--- src/design/fdg_pkg.sv ---
`timescale 1ns / 1ps
// Package for the IPv4 fragment descriptor generator: request and result types,
// configuration struct, status and register codes. No dependencies.
package fdg_pkg;

    // Action carried with each input request
    typedef enum logic {
        ACT_LOAD    = 1'b0,
        ACT_ADVANCE = 1'b1
    } t_action;

    // Result status codes
    typedef enum logic [1:0] {
        ST_LOAD_OK  = 2'd0,
        ST_LOAD_REJ = 2'd1,
        ST_DESC     = 2'd2,
        ST_IDLE     = 2'd3
    } t_status;

    // Configuration register indexes (byte address = 4 * index)
    typedef enum logic [1:0] {
        REG_FRAG_SIZE     = 2'd0,
        REG_KEEP_L4_HDR   = 2'd1,
        REG_MIN_LAST_FRAG = 2'd2,
        REG_OVERLAP_MODE  = 2'd3
    } t_reg_idx;

    localparam logic [15:0] FRAG_SIZE_RST = 16'd8;
    localparam logic [15:0] MF_BIT        = 16'h2000;

    // Protocol numbers that set the transport header length
    localparam logic [7:0] PROTO_ICMP = 8'd1;
    localparam logic [7:0] PROTO_IGMP = 8'd2;
    localparam logic [7:0] PROTO_TCP  = 8'd6;
    localparam logic [7:0] PROTO_UDP  = 8'd17;

    // Fixed transport header length for UDP, ICMP and IGMP
    localparam logic [16:0] SHORT_XPORT_LEN = 17'd8;

    typedef struct packed {
        logic [15:0] frag_size;
        logic        keep_l4_hdr;
        logic [2:0]  min_last_frag;
        logic        overlap_mode;
    } t_cfg;

    typedef struct packed {
        t_action     action;
        logic [3:0]  header_words;
        logic [15:0] total_length;
        logic [15:0] captured_length;
        logic [7:0]  protocol;
        logic [3:0]  tcp_offset_words;
    } t_in_item;

    typedef struct packed {
        t_status     status;
        logic [15:0] frag_length;
        logic [15:0] payload_start;
        logic [15:0] payload_length;
        logic [15:0] offset_word;
        logic        zero_fill;
        logic        last;
    } t_result;

endpackage

--- src/design/ipv4_fragment_descriptor_gen_unit.sv ---
`timescale 1ns / 1ps
// IPv4 fragment descriptor generator, top level: input register, descriptor
// engine, result register. One result per request, registered first in the input register
// and then in the result register; one request accepted per cycle while results are taken.
// Synchronous active-low reset clears the packet state, both stage valids and
// the configuration (frag_size 8, all other registers 0).
// Depends on fdg_pkg, fdg_cfg_regs and fdg_engine.
module ipv4_fragment_descriptor_gen_unit (
    input  logic        i_clk,
    input  logic        i_rst_n,
    // configuration port
    input  logic        psel,
    input  logic        penable,
    input  logic        pwrite,
    input  logic [3:0]  paddr,
    input  logic [31:0] pwdata,
    output logic [31:0] prdata,
    output logic        pready,
    // request stream
    input  logic        s_axis_tvalid,
    output logic        s_axis_tready,
    input  logic [47:0] s_axis_tdata,  // header_words, total_length, captured_length,
                                       // protocol, tcp_offset_words
    input  logic        s_axis_tuser,  // action
    // result stream
    output logic        m_axis_tvalid,
    input  logic        m_axis_tready,
    output logic [63:0] m_axis_tdata,  // frag_length, payload_start, payload_length,
                                       // offset_word
    output logic [2:0]  m_axis_tuser,  // status[1:0], zero_fill
    output logic        m_axis_tlast   // last
);

    fdg_pkg::t_cfg     w_cfg;
    fdg_pkg::t_in_item r_in_item;
    logic              r_in_valid;
    fdg_pkg::t_result  w_result;
    fdg_pkg::t_result  r_out;
    logic              r_out_valid;
    logic              w_step;
    logic              w_in_fire;

    fdg_cfg_regs u_cfg (
        .i_clk   (i_clk),
        .i_rst_n (i_rst_n),
        .psel    (psel),
        .penable (penable),
        .pwrite  (pwrite),
        .paddr   (paddr),
        .pwdata  (pwdata),
        .prdata  (prdata),
        .pready  (pready),
        .o_cfg   (w_cfg)
    );

    // A request moves into the result register when that slot is free
    assign w_step        = r_in_valid && (!r_out_valid || m_axis_tready);
    assign s_axis_tready = !r_in_valid || w_step;
    assign w_in_fire     = s_axis_tvalid && s_axis_tready;

    fdg_engine u_engine (
        .i_clk    (i_clk),
        .i_rst_n  (i_rst_n),
        .i_cfg    (w_cfg),
        .i_item   (r_in_item),
        .i_step   (w_step),
        .o_result (w_result)
    );

    // Input register
    always_ff @(posedge i_clk) begin
        if (!i_rst_n) begin
            r_in_valid <= 1'b0;
        end else if (w_in_fire) begin
            r_in_valid <= 1'b1;
        end else if (w_step) begin
            r_in_valid <= 1'b0;
        end
    end

    always_ff @(posedge i_clk) begin
        if (w_in_fire) begin
            r_in_item.action           <= fdg_pkg::t_action'(s_axis_tuser);
            r_in_item.header_words     <= s_axis_tdata[3:0];
            r_in_item.total_length     <= s_axis_tdata[19:4];
            r_in_item.captured_length  <= s_axis_tdata[35:20];
            r_in_item.protocol         <= s_axis_tdata[43:36];
            r_in_item.tcp_offset_words <= s_axis_tdata[47:44];
        end
    end

    // Result register
    always_ff @(posedge i_clk) begin
        if (!i_rst_n) begin
            r_out_valid <= 1'b0;
        end else if (w_step) begin
            r_out_valid <= 1'b1;
        end else if (m_axis_tready) begin
            r_out_valid <= 1'b0;
        end
    end

    always_ff @(posedge i_clk) begin
        if (w_step) begin
            r_out <= w_result;
        end
    end

    assign m_axis_tvalid = r_out_valid;
    assign m_axis_tdata  = {r_out.offset_word, r_out.payload_length,
                            r_out.payload_start, r_out.frag_length};
    assign m_axis_tuser  = {r_out.zero_fill, r_out.status};
    assign m_axis_tlast  = r_out.last;

endmodule

--- src/design/fdg_cfg_regs.sv ---
`timescale 1ns / 1ps
// APB-style configuration registers of the fragment descriptor generator.
// Depends on fdg_pkg for the register indexes and the t_cfg struct.
module fdg_cfg_regs (
    input  logic              i_clk,
    input  logic              i_rst_n,
    input  logic              psel,
    input  logic              penable,
    input  logic              pwrite,
    input  logic [3:0]        paddr,
    input  logic [31:0]       pwdata,
    output logic [31:0]       prdata,
    output logic              pready,
    output fdg_pkg::t_cfg     o_cfg
);

    fdg_pkg::t_cfg    r_cfg;
    fdg_pkg::t_reg_idx w_idx;
    logic             w_wr;

    assign pready = 1'b1;
    assign w_idx  = fdg_pkg::t_reg_idx'(paddr[3:2]);
    assign w_wr   = psel && penable && pwrite;
    assign o_cfg  = r_cfg;

    // Register writes in the access phase
    always_ff @(posedge i_clk) begin
        if (!i_rst_n) begin
            r_cfg.frag_size     <= fdg_pkg::FRAG_SIZE_RST;
            r_cfg.keep_l4_hdr   <= 1'b0;
            r_cfg.min_last_frag <= 3'd0;
            r_cfg.overlap_mode  <= 1'b0;
        end else if (w_wr) begin
            unique case (w_idx)
                fdg_pkg::REG_FRAG_SIZE:     r_cfg.frag_size     <= pwdata[15:0];
                fdg_pkg::REG_KEEP_L4_HDR:   r_cfg.keep_l4_hdr   <= pwdata[0];
                fdg_pkg::REG_MIN_LAST_FRAG: r_cfg.min_last_frag <= pwdata[2:0];
                fdg_pkg::REG_OVERLAP_MODE:  r_cfg.overlap_mode  <= pwdata[0];
                default: ;
            endcase
        end
    end

    // Read-back mux
    always_comb begin
        prdata = 32'd0;
        unique case (w_idx)
            fdg_pkg::REG_FRAG_SIZE:     prdata = {16'd0, r_cfg.frag_size};
            fdg_pkg::REG_KEEP_L4_HDR:   prdata = {31'd0, r_cfg.keep_l4_hdr};
            fdg_pkg::REG_MIN_LAST_FRAG: prdata = {29'd0, r_cfg.min_last_frag};
            fdg_pkg::REG_OVERLAP_MODE:  prdata = {31'd0, r_cfg.overlap_mode};
            default:                    prdata = 32'd0;
        endcase
    end

endmodule

--- src/design/fdg_engine.sv ---
`timescale 1ns / 1ps
// Packet state and single-pass descriptor logic: one request in, one result out.
// Depends on fdg_pkg for request, result and configuration types.
module fdg_engine (
    input  logic              i_clk,
    input  logic              i_rst_n,
    input  fdg_pkg::t_cfg     i_cfg,
    input  fdg_pkg::t_in_item i_item,
    input  logic              i_step,
    output fdg_pkg::t_result  o_result
);

    // Packet state
    logic        r_active,      n_active;
    logic [5:0]  r_hdr_bytes,   n_hdr_bytes;
    logic [15:0] r_payload_end, n_payload_end;
    logic [16:0] r_position,    n_position;
    logic [16:0] r_next_length, n_next_length;
    logic        r_null_pending, n_null_pending;

    // Load path
    logic [5:0]  w_hdr;
    logic [16:0] w_first_raw;
    logic [16:0] w_first_len;
    logic [16:0] w_need;
    logic        w_load_ok;

    // Advance path
    logic [17:0] w_end_pos;
    logic        w_is_last;
    logic [15:0] w_offw;
    logic [15:0] w_half;
    logic [12:0] w_units;
    logic [16:0] w_limit;
    logic [16:0] w_rem;
    logic        w_overlap;

    // First fragment length, before rounding
    always_comb begin
        w_first_raw = {1'b0, i_cfg.frag_size};
        if (i_cfg.keep_l4_hdr) begin
            case (i_item.protocol) inside
                fdg_pkg::PROTO_TCP:
                    w_first_raw = {11'd0, i_item.tcp_offset_words, 2'b00};
                fdg_pkg::PROTO_UDP, fdg_pkg::PROTO_ICMP, fdg_pkg::PROTO_IGMP:
                    w_first_raw = fdg_pkg::SHORT_XPORT_LEN;
                default:
                    w_first_raw = {1'b0, i_cfg.frag_size};
            endcase
        end
    end

    // Round up to 8 and check the load
    assign w_hdr       = {i_item.header_words, 2'b00};
    assign w_first_len = (w_first_raw[2:0] != 3'd0)
                       ? {w_first_raw[16:3] + 14'd1, 3'b000} : w_first_raw;
    assign w_need      = {11'd0, w_hdr} + w_first_len + {14'd0, i_cfg.min_last_frag};
    assign w_load_ok   = (i_cfg.frag_size != 16'd0) && (i_cfg.frag_size[2:0] == 3'd0)
                       && ({1'b0, i_item.captured_length} > w_need)
                       && (i_item.total_length > {10'd0, w_hdr});

    // Advance arithmetic on the current fragment
    assign w_end_pos = {1'b0, r_position} + {1'b0, r_next_length};
    assign w_is_last = w_end_pos >= {2'b00, r_payload_end};
    assign w_offw    = (w_is_last ? 16'h0000 : fdg_pkg::MF_BIT) | {2'b00, r_position[16:3]};
    assign w_half    = r_next_length[16:1];
    assign w_units   = w_half[15:3];
    assign w_limit   = {1'b0, i_cfg.frag_size} + {14'd0, i_cfg.min_last_frag};
    assign w_rem     = {1'b0, r_payload_end} - w_end_pos[16:0];
    assign w_overlap = i_cfg.overlap_mode && !w_is_last && !r_null_pending;

    // Result and next state
    always_comb begin
        n_active       = r_active;
        n_hdr_bytes    = r_hdr_bytes;
        n_payload_end  = r_payload_end;
        n_position     = r_position;
        n_next_length  = r_next_length;
        n_null_pending = r_null_pending;
        o_result       = '0;
        o_result.status = fdg_pkg::ST_IDLE;

        if (i_item.action == fdg_pkg::ACT_LOAD) begin
            if (w_load_ok) begin
                o_result.status = fdg_pkg::ST_LOAD_OK;
                n_active       = 1'b1;
                n_hdr_bytes    = w_hdr;
                n_payload_end  = i_item.total_length - {10'd0, w_hdr};
                n_position     = 17'd0;
                n_next_length  = w_first_len;
                n_null_pending = 1'b0;
            end else begin
                o_result.status = fdg_pkg::ST_LOAD_REJ;
                n_active       = 1'b0;
                n_null_pending = 1'b0;
            end
        end else if (r_active) begin
            o_result.status = fdg_pkg::ST_DESC;
            if (w_overlap) begin
                // zero-filled half fragment over the back half of the next one
                o_result.frag_length    = {10'd0, r_hdr_bytes} + w_half;
                o_result.payload_start  = r_position[15:0] + {w_units, 3'b000};
                o_result.payload_length = w_half;
                o_result.offset_word    = w_offw + {3'd0, w_units};
                o_result.zero_fill      = 1'b1;
                n_null_pending          = 1'b1;
            end else begin
                o_result.frag_length    = {10'd0, r_hdr_bytes} + r_next_length[15:0];
                o_result.payload_start  = r_position[15:0];
                o_result.payload_length = r_next_length[15:0];
                o_result.offset_word    = w_offw;
                o_result.last           = w_is_last;
                n_null_pending          = 1'b0;
                n_position              = w_end_pos[16:0];
                if (w_is_last) begin
                    n_active      = 1'b0;
                    n_next_length = 17'd0;
                end else begin
                    n_next_length = (w_rem > w_limit) ? {1'b0, i_cfg.frag_size} : w_rem;
                end
            end
        end
    end

    always_ff @(posedge i_clk) begin
        if (!i_rst_n) begin
            r_active       <= 1'b0;
            r_hdr_bytes    <= 6'd0;
            r_payload_end  <= 16'd0;
            r_position     <= 17'd0;
            r_next_length  <= 17'd0;
            r_null_pending <= 1'b0;
        end else if (i_step) begin
            r_active       <= n_active;
            r_hdr_bytes    <= n_hdr_bytes;
            r_payload_end  <= n_payload_end;
            r_position     <= n_position;
            r_next_length  <= n_next_length;
            r_null_pending <= n_null_pending;
        end
    end

endmodule
--- config.mk ---
export PLATFORM = sky130hd
export DESIGN_NAME = ipv4_fragment_descriptor_gen_unit
export DESIGN_NICKNAME = d
export VERILOG_FILES = /design/src/design/fdg_pkg.sv /design/src/design/ipv4_fragment_descriptor_gen_unit.sv /design/src/design/fdg_cfg_regs.sv /design/src/design/fdg_engine.sv
export SDC_FILE = /design/constraint.sdc
export NUM_CORES = 1
export LEC_CHECK = 0
export BUFFER_PORTS_ARGS = -buffer_cell sky130_fd_sc_hd__buf_2
export CORE_UTILIZATION = 58
export CTS_CLUSTER_DIAMETER = 60
export CTS_CLUSTER_SIZE = 24
export DETAILED_ROUTE_END_ITERATION = 16
export PLACE_DENSITY = 0.81
export RECOVER_POWER = 100
export SLEW_MARGIN = 20
export SYNTH_ARGS = -nofsm -noshare
export SYNTH_HDL_FRONTEND = slang
export SYNTH_SLANG_ARGS = --single-unit
--- constraint.sdc ---
create_clock -name i_clk -period 6.9 [get_ports i_clk]
set_input_delay 0.345 -clock i_clk [delete_from_list [all_inputs] [get_ports i_clk]]
set_output_delay 0.345 -clock i_clk [all_outputs]
set_load 0.01 [all_outputs]
==> results.md, run 1 <==
| Metric | Value |
|---|---|
| Iteration-0 DRC count of the detailed router | 1035 |
| Overall via count from detail_route | 10840 |
| Crit-path slowest cell | sky130_fd_sc_hd__a2111oi_0 |
| Area enclosed by the die boundary | 22380 sq um |
| CTS buffer count | 17 |
| Cell area after technology mapping | 12640 sq um |
| Remaining antenna violation count | 0 |
| Logic depth of the worst setup path including buffers | 24 |
| Initial Utilization | 0.5955 |
| CTS tree | yes |
| Total GRT Usage | 0.2906 |
| Clock period minus final worst setup slack | 6.600 ns |
| Maximum clock path buffer count | 2 |
| Register-to-Register Path Depth | 24 |
| Number of detailed-route iterations in the first pass | 5 |
| Main flop type after synthesis | sky130_fd_sc_hd__edfxtp_1 |
| R2r startpoint | r_in_item[10] |
| Pin count of the biggest net entering global routing | 59 |
| Max Fanout on Critical Path | 14 |
| Flop-to-flop setup slack | 0.30 ns |
| Final critical-path share of the clock period | 0.9565 |
| Category of the most critical setup path | flip-flop to flip-flop |
| Transition at the pin with the smallest max-transition slack | 2.827 ns |
| Critical Path, Cell by Cell | nor4_4 -> o211a_4 -> o22ai_1 -> inv_1 -> ha_2 -> nand2_1 -> o22ai_1 -> xor2_1 -> ha_1 -> ha_1 -> or3_1 -> a211o_1 -> nand4_1 -> mux2i_1 -> and4bb_2 -> nand2_1 -> xor2_1 -> ha_1 -> a2111oi_0 -> o2111ai_1 -> nand4_1 -> a31o_2 -> nand2_1 -> a31o_2 |
| Maximum clock rate | 151.5 MHz |
| Class of the worst hold path | primary input to flip-flop |
| Data required, critical path | 7.23 ns |
| Buffers on Ports | 158 |
| Height of the die | 149.6 um |
| Crit path launch type | flip-flop |
| Number of flops mapped to enable cells by yosys | 101 |
| Via count of the first global-routing pass | 10330 |
| Post-CTS clock slew at the launch and capture registers of the worst setup and hold paths | 0.07 ns |
| Die width | 149.6 um |
| Count of clock tree sinks | 180 |
| LEAKAGE | 5.582 nW |
| Antenna violations before repair | 0 |
| Buffers and inverters on the worst path | 1 |
| Unique masters post-synth | 83 |
| Smallest hold slack | 0.07567 ns |
| Antenna diodes | 0 |
| Cell family with most CP delay | compound AO/OA/AOI/OAI gates |
| Routed via count divided by cell count | 6.027 |
| Avg Synthesized Cell Area | 9.124 sq um |
| Final setup violation count | 0 |
| Remaining global-route overflow | 0 |
| Power per unit of standard cell area | 207.0 nW/um^2 |
| Net count of the finished layout | 1727 |
| Count of max-cap constraint violations | 2 |
| Detailed placement HPWL | 24.43 mm |
| Overall Power | 2.921 mW |
| Wire length of the first global-routing pass | 50.60 mm |
| Relative slew slack | -0.8860 |
| Count of standard-cell rows | 53 |
| Cts hold-fix bufs | 0 |
| Core Box Area | 21220 sq um |
| Violations in the final reports | capacitance limit, slew limit |
| Wire length per cell after detailed routing | 18.04 um |
| Status | finished with violations |
| Warning count from the yosys run | 0 |
| FF+latch count, synth | 180 |
| Register area share after synthesis | 0.3651 |
| H-Tree Level Count | 4 |
| Beginning of the worst hold path | s_axis_tdata[20] |
| Share of flip-flops with an asynchronous set or reset after synthesis | 0 |
| Launch point of the worst path | r_in_item[10] |
| Largest stage delay, worst path | 0.45 ns |
| Filler cell count | 1773 |
| Worst vdd ir | 0.1822 mV |
| Arrival time worst endpoint | 6.93 ns |
| Synthesized netlist cell count | 1385 |
| Skew-Pair Late Insertion Delay | 0.44 ns |
| Detailed Route WL | 32.44 mm |
| Layout cell share with drive strength beyond 1 | 0.1156 |
| Type of element capturing the critical path | flip-flop |
| Final clock skew | 0.009321 ns |
| Signed area change from the synthesized netlist to the final layout | 11.65% |
| Final Hold Viols | 0 |
| Buffer type at the clock tree root | sky130_fd_sc_hd__clkbuf_16 |
| Cell depth of the worst hold path | 1 |
| Drc violations | 0 |
| Final number of max-transition violations | 89 |
| Global placer's final weighted congestion | 0.9167 |
| Number of primary I/O pins | 195 |
-- report_power, final --
group | switching [mW] | leakage (nW) | internal, mW | total (mW)
registers | 0.0329 | 1.62 | 1.18 | 1.21
logic | 0.387 | 3.66 | 0.273 | 0.660
clock network | 0.438 | 0.306 | 0.615 | 1.05
total | 0.858 | 5.58 | 2.06 | 2.92
-- area by class of cell --
cell class / instances / area, sq um / share of cell area
Clock buffer: 19 / 432.9 / 0.03068
Clock inverter: 13 / 196.4 / 0.01392
Tap cell: 275 / 344.1 / 0.02439
Multi-Input combinational cell: 1046 / 7303 / 0.5176
Timing Repair Buffer: 191 / 939.7 / 0.06660
Inverter: 74 / 277.8 / 0.01969
Sequential cell: 180 / 4616 / 0.3271
-- per-layer routing --
metal	global-route usage	share of wire
met1	0.3652	0.41
met2	0.4780	0.47
met3	0.04604	0.077
met4	0.1571	0.041
met5	0	0
-- cell families (layout without fill, tap and decap cells) --
kind of cell | Yosys count | count (layout) | synth area share
flops | 180 | 180 | 0.3651
other cells | 2 | 20 | 0.0005943
compound gates | 317 | 317 | 0.1729
simple gates | 462 | 462 | 0.1776
buf+inv | 177 | 297 | 0.06545
mux | 38 | 38 | 0.03158
fa+ha+maj | 125 | 125 | 0.1279
xor+xnor | 84 | 84 | 0.05881
-- cell usage in the layout, fill, tap and decap left out, types with 21 or more instances in the layout --
cell type	instances
sky130_fd_sc_hd__buf_2	78
sky130_fd_sc_hd__nand4_1	22
sky130_fd_sc_hd__xor2_1	35
sky130_fd_sc_hd__ha_1	117
sky130_fd_sc_hd__a21o_1	21
sky130_fd_sc_hd__inv_1	74
sky130_fd_sc_hd__mux2i_1	32
sky130_fd_sc_hd__a21oi_1	94
sky130_fd_sc_hd__nor3_1	38
sky130_fd_sc_hd__nor2_1	100
sky130_fd_sc_hd__xnor2_1	47
sky130_fd_sc_hd__nand2_1	158
sky130_fd_sc_hd__buf_4	29
sky130_fd_sc_hd__dfxtp_1	78
sky130_fd_sc_hd__clkbuf_1	85
sky130_fd_sc_hd__edfxtp_1	101
sky130_fd_sc_hd__a211oi_1	33
sky130_fd_sc_hd__nand3_1	31
sky130_fd_sc_hd__o21ai_0	42
-- synth_stat cells (5+ instances only) --
library cell / n / share of area
sky130_fd_sc_hd__buf_4: 37 / 0.022
sky130_fd_sc_hd__a211oi_1: 34 / 0.020
sky130_fd_sc_hd__a21oi_1: 94 / 0.037
sky130_fd_sc_hd__dfxtp_1: 79 / 0.13
sky130_fd_sc_hd__and4_1: 5 / 0.0035
sky130_fd_sc_hd__a21o_1: 21 / 0.012
sky130_fd_sc_hd__o22ai_1: 5 / 0.0025
sky130_fd_sc_hd__nor2b_1: 21 / 0.010
sky130_fd_sc_hd__nand2_1: 158 / 0.047
sky130_fd_sc_hd__buf_2: 6 / 0.0024
sky130_fd_sc_hd__nor3_1: 38 / 0.015
sky130_fd_sc_hd__and3_1: 14 / 0.0069
sky130_fd_sc_hd__a31oi_1: 8 / 0.0040
sky130_fd_sc_hd__nand3_1: 31 / 0.012
sky130_fd_sc_hd__nor3b_1: 5 / 0.0030
sky130_fd_sc_hd__o21a_1: 17 / 0.010
sky130_fd_sc_hd__fa_1: 7 / 0.011
sky130_fd_sc_hd__o21ai_0: 42 / 0.017
sky130_fd_sc_hd__mux2_2: 5 / 0.0045
sky130_fd_sc_hd__nor4_1: 10 / 0.0050
sky130_fd_sc_hd__edfxtp_1: 101 / 0.24
sky130_fd_sc_hd__buf_1: 6 / 0.0018
sky130_fd_sc_hd__o21bai_1: 5 / 0.0030
sky130_fd_sc_hd__clkbuf_1: 51 / 0.015
sky130_fd_sc_hd__inv_1: 74 / 0.022
sky130_fd_sc_hd__a22o_1: 19 / 0.013
sky130_fd_sc_hd__mux2i_1: 32 / 0.025
sky130_fd_sc_hd__ha_1: 118 / 0.12
sky130_fd_sc_hd__a221oi_1: 5 / 0.0035
sky130_fd_sc_hd__nor2_1: 100 / 0.030
sky130_fd_sc_hd__nand4_1: 22 / 0.011
sky130_fd_sc_hd__xor2_1: 36 / 0.025
sky130_fd_sc_hd__xnor2_1: 47 / 0.033
sky130_fd_sc_hd__a31o_2: 5 / 0.0035
sky130_fd_sc_hd__or3_1: 10 / 0.0050
sky130_fd_sc_hd__o211ai_1: 11 / 0.0065
sky130_fd_sc_hd__and2_1: 21 / 0.010
sky130_fd_sc_hd__nand2b_1: 7 / 0.0035
sky130_fd_sc_hd__o211a_1: 5 / 0.0040
-- final timing paths --
check	end
setup / recovery	u_engine.r_next_length[16]
hold / removal	r_in_item[12]
setup reg to reg	u_engine.r_next_length[16]
hold reg to reg	u_engine.r_payload_end[9]
-- metrics by stage --
stage,instances,setup slack [ns],TNS (ns),utilization,cell area [sq um]
after global placement,1760,0.4076,0,0.6369,13510
after detailed placement,1760,0.1453,0,0.6369,13510
after CTS,1792,0.05779,0,0.6665,14140
final,1798,0.3002,0,0.6649,14110
after floorplan,1403,0.6396,0,-,12700
after global routing,1798,-0.06314,-0.7813,0.6649,14110
-- registers in the layout, indices dropped and copies added, names as in the netlist --
name and count:
m_axis_tuser 3, m_axis_tvalid 1, r_in_item 49, m_axis_tdata 48
m_axis_tlast 1, r_in_valid 1, u_engine.r_payload_end 16, u_cfg.o_cfg 21
u_engine.r_position 17, u_engine.r_next_length 17, u_engine.r_null_pending 1, u_engine.r_hdr_bytes 4
u_engine.r_active 1
-- worst register-to-register path: cells and delay by family (launching register included) --
| family | cells | cell delay (ns) |
|---|---|---|
| AND/OR/NAND/NOR | 8 | 1.94 |
| flip-flops | 1 | 0.42 |
| XOR/XNOR | 2 | 0.47 |
| multiplexers | 1 | 0.13 |
| adder cells (fa/ha/maj) | 4 | 1.07 |
| buffers and inverters | 1 | 0.09 |
| AO/OA/AOI/OAI | 8 | 2.37 |
-- what timing repair did --
item                       in CTS  in global routing
hold endpoints to repair        0                  0
buffers inserted                0                  6
setup endpoints to repair       0                 58
resized for setup               0                  9
Note: power is estimated with default switching activity, not from simulation.
==> inputs of run 2 (changes only) <==
--- a/config.mk
+++ b/config.mk
@@ -7,7 +7,7 @@
 export LEC_CHECK = 0
 export BUFFER_PORTS_ARGS = -buffer_cell sky130_fd_sc_hd__buf_2
 export CORE_UTILIZATION = 58
-export CTS_CLUSTER_DIAMETER = 60
+export CTS_CLUSTER_DIAMETER = 100
 export CTS_CLUSTER_SIZE = 24
 export DETAILED_ROUTE_END_ITERATION = 16
 export PLACE_DENSITY = 0.81
@@ -15,4 +15,5 @@
 export SLEW_MARGIN = 20
 export SYNTH_ARGS = -nofsm -noshare
 export SYNTH_HDL_FRONTEND = slang
+export SYNTH_HIERARCHICAL = 1
 export SYNTH_SLANG_ARGS = --single-unit
==> results.md, run 2 <==
| Metric | Value | Change |
|---|---|---|
| Max Fanout on Critical Path | 5 | -9 |
| Number of detailed-route iterations in the first pass | 6 | +1 |
| Worst vdd ir | 0.1632 mV | -10% |
| Maximum clock path buffer count | 2 | unchanged |
| Final clock skew | 0.01097 ns | +0.001645 ns |
| Number of primary I/O pins | 195 | unchanged |
| Synthesized netlist cell count | 1379 | -0.43% |
| Footprint of the multi-input gates | 7532 sq um | +3.1% |
| Commonest cells in the synthesized netlist | sky130_fd_sc_hd__nand2_1, sky130_fd_sc_hd__ha_1, sky130_fd_sc_hd__edfxtp_1, sky130_fd_sc_hd__inv_1, sky130_fd_sc_hd__dfxtp_1 |  |
| Status | finished with violations |  |
| Summed negative setup slack over all endpoints | 0 ns | unchanged |
| Largest stage delay, worst path | 0.42 ns | -0.03 ns |
| Number of flops mapped to enable cells by yosys | 117 | +16% |
| CTS buffer count | 17 | unchanged |
| Antenna diodes | 0 | unchanged |
| Wire length of the first global-routing pass | 52.65 mm | +4.1% |
| Sequential cell area | 5095 sq um | +10% |
| Violations in the final reports | capacitance limit, slew limit |  |
| Category of the most critical setup path | flip-flop to flip-flop |  |
| Layout cell share with drive strength beyond 1 | 0.1289 | +0.01339 |
| Data required, critical path | 7.08 ns | -0.15 ns |
| Most common cell after layout, fill and taps aside | sky130_fd_sc_hd__nand2_1 |  |
| Global placer's final weighted congestion | 0.9303 | +1.5% |
| Cell area after technology mapping | 13430 sq um | +6.2% |
| Flop-to-flop setup slack | 0.37 ns | +0.06 ns |
| Clock period minus final worst setup slack | 6.535 ns | -0.06490 ns |
| Cell taking the most area after synthesis | sky130_fd_sc_hd__edfxtp_1 |  |
| Area post-placement | 14320 sq um | +5.9% |
| Buffers and inverters on the worst path | 1 | unchanged |
| Most used cells in the layout excluding fill and tap cells | sky130_fd_sc_hd__nand2_1, sky130_fd_sc_hd__ha_1, sky130_fd_sc_hd__edfxtp_1 |  |
| Post-CTS clock slew at the launch and capture registers of the worst setup and hold paths | 0.08 ns | about the same |
| Crit path launch type | flip-flop |  |
| Area share of the largest cell type after synthesis | 0.2617 | +0.02167 |
| Logic pwr share | 0.217 | -0.009 |
| Signed area change from the synthesized netlist to the final layout | 9.999% |  |
| Arrival time worst endpoint | 6.71 ns | -0.22 ns |
| Relative slew slack | -1.124 | -0.2377 |
| Area of all placed cells without fillers | 14770 sq um | +4.7% |
| Detailed Route WL | 33.30 mm | +2.7% |
| Unique masters post-synth | 96 | +16% |
| Count of clock tree sinks | 196 | +8.9% |
| Final critical-path share of the clock period | 0.9471 | -0.009406 |
| Routed via count divided by cell count | 6.033 | about the same |
| Pin count of the biggest net entering global routing | 65 | +10% |
| Maximum clock rate | 153.0 MHz | +0.99% |
| Count of max-cap constraint violations | 3 | +1 |
| Most common cell on crit path | sky130_fd_sc_hd__a21oi_1 |  |
| Switching power of the nets | 901.5 uW | +5.0% |
| Remaining global-route overflow | 0 | unchanged |
| Antenna violations before repair | 0 | unchanged |
| Remaining antenna violation count | 0 | unchanged |
| Wire length per cell after detailed routing | 18.45 um | +2.3% |
| Initial Utilization | 0.5930 | -0.002482 |
| Main flop type after synthesis | sky130_fd_sc_hd__edfxtp_1 |  |
| Height of the die | 154.2 um | +3.0% |
| Largest cells by area after synthesis | sky130_fd_sc_hd__edfxtp_1, sky130_fd_sc_hd__dfxtp_1, sky130_fd_sc_hd__ha_1, sky130_fd_sc_hd__nand2_1, sky130_fd_sc_hd__xnor2_1 |  |
| Detailed placement HPWL | 24.90 mm | +1.9% |
| Core Box Area | 22640 sq um | +6.7% |
| Crit-path slowest cell | sky130_fd_sc_hd__fa_1 |  |
| Total GRT Usage | 0.2821 | -0.008539 |
| Area enclosed by the die boundary | 23760 sq um | +6.2% |
| Buffer type at the clock tree root | sky130_fd_sc_hd__clkbuf_16 |  |
| Count of standard-cell rows | 55 | +3.8% |
| FF+latch count, synth | 196 | +8.9% |
| H-Tree Level Count | 4 | unchanged |
| Overall via count from detail_route | 10890 | +0.49% |
| Buffers on Ports | 159 | +0.63% |
| Final setup violation count | 0 | unchanged |
| Die width | 154.2 um | +3.0% |
| Warning count from the yosys run | 6 | +6 |
| Cell family with most CP delay | compound AO/OA/AOI/OAI gates |  |
| Class of the worst hold path | primary input to flip-flop |  |
| Final number of max-transition violations | 163 | +83% |
| Clock Power Share | 0.332 | -0.028 |
| Sw Ratio | 0.3086 | +0.01475 |
| Filler cell count | 1850 | +4.3% |
| Iteration-0 DRC count of the detailed router | 784 | -24% |
| Most common cell in the netlist | sky130_fd_sc_hd__nand2_1 |  |
| Transition at the pin with the smallest max-transition slack | 3.186 ns | +0.3581 ns |
| Power per unit of standard cell area | 197.8 nW/um^2 | -4.5% |
| Register area share after synthesis | 0.3795 | +0.01431 |
| Avg Synthesized Cell Area | 9.736 sq um | +6.7% |
| Drc violations | 0 | unchanged |
| Net count of the finished layout | 1724 | -0.17% |
| CTS tree | yes |  |
| Total internal power | 2.020 mW | -2.1% |
| Type of element capturing the critical path | flip-flop |  |
| Final Hold Viols | 0 | unchanged |
| Setup repair after global routing missed its margin | no |  |
| Share of the core filled with cells in the final layout | 0.6523 | -0.01258 |
| Register share of total power | 0.451 | +0.037 |
| Share of flip-flops with an asynchronous set or reset after synthesis | 0 | unchanged |
| Via count of the first global-routing pass | 10230 | -0.94% |
| Skew-Pair Late Insertion Delay | 0.44 ns | about the same |
| Overall Power | 2.921 mW | about the same |
| Largest register FFs | 64 | +31% |
| LEAKAGE | 5.845 nW | +4.7% |
| Smallest hold slack | 0.07432 ns | -0.001349 ns |
run 2: worst paths after layout:
| kind | depth (start not counted) | end | start |
|---|---|---|---|
| min | 1 | r_in_item[0] | s_axis_tdata[44] |
| max reg2reg | 26 | m_axis_tdata[15] | u_engine/r_next_length[0] |
| max | 26 | m_axis_tdata[15] | u_engine/r_next_length[0] |
| min reg2reg | 2 | u_engine/r_payload_end[1] | u_engine/r_payload_end[1] |
run 2: per-stage QoR:
step                      std cells  setup WS [ns]
final                          1805         0.3650
after floorplan                1396         0.8892
after global placement         1772         0.5891
after CTS                      1804         0.3655
after global routing           1805       0.006527
after detailed placement       1772         0.3929
run 2: cell families after synthesis:
| kind of cell | share of synthesized area |
|---|---|
| AO/OA/AOI/OAI | 0.1804 |
| flip-flops | 0.3795 |
| adder cells (fa/ha/maj) | 0.1204 |
| other | 0.0008386 |
| buffers and inverters | 0.06523 |
| AND/OR/NAND/NOR | 0.1611 |
| multiplexers | 0.04296 |
| XOR/XNOR | 0.04958 |
run 2: what timing repair did:
action	4_1_cts	5_1_grt
resized for setup	0	3
endpoints found under the setup margin	0	30
hold buffers	0	0
buffers inserted	0	1
run 2: final cells by class:
cell class | instances | share of cell area
multi-input cells | 1024 | 0.5100
clock buffers | 18 | 0.02906
flip-flops and latches | 196 | 0.3450
clock inverters | 14 | 0.009742
inverters | 81 | 0.02059
repair buffers | 187 | 0.06150
well taps | 285 | 0.02414
run 2: routing by layer:
layer / wire [um] / track usage / vias to the layer above
met1: 14110 / 0.3603 / 5107
met4: 1537 / 0.1457 / 0
met2: 15590 / 0.4680 / 433
li1: - / - / 5267
met5: 0 / 0 / -
met3: 2060 / 0.03777 / 82
run 2: power by group through the flow:
| stage | clock network, mW | logic (mW) | registers (mW) |
|---|---|---|---|
| global placement | 0 | 0.610 | 1.34 |
| floorplan | 0 | 0.447 | 1.34 |
| CTS | 0.987 | 0.630 | 1.31 |
| detailed placement | 0 | 0.623 | 1.34 |
| global route | 1.03 | 0.692 | 1.32 |
| finish | 0.971 | 0.633 | 1.32 |
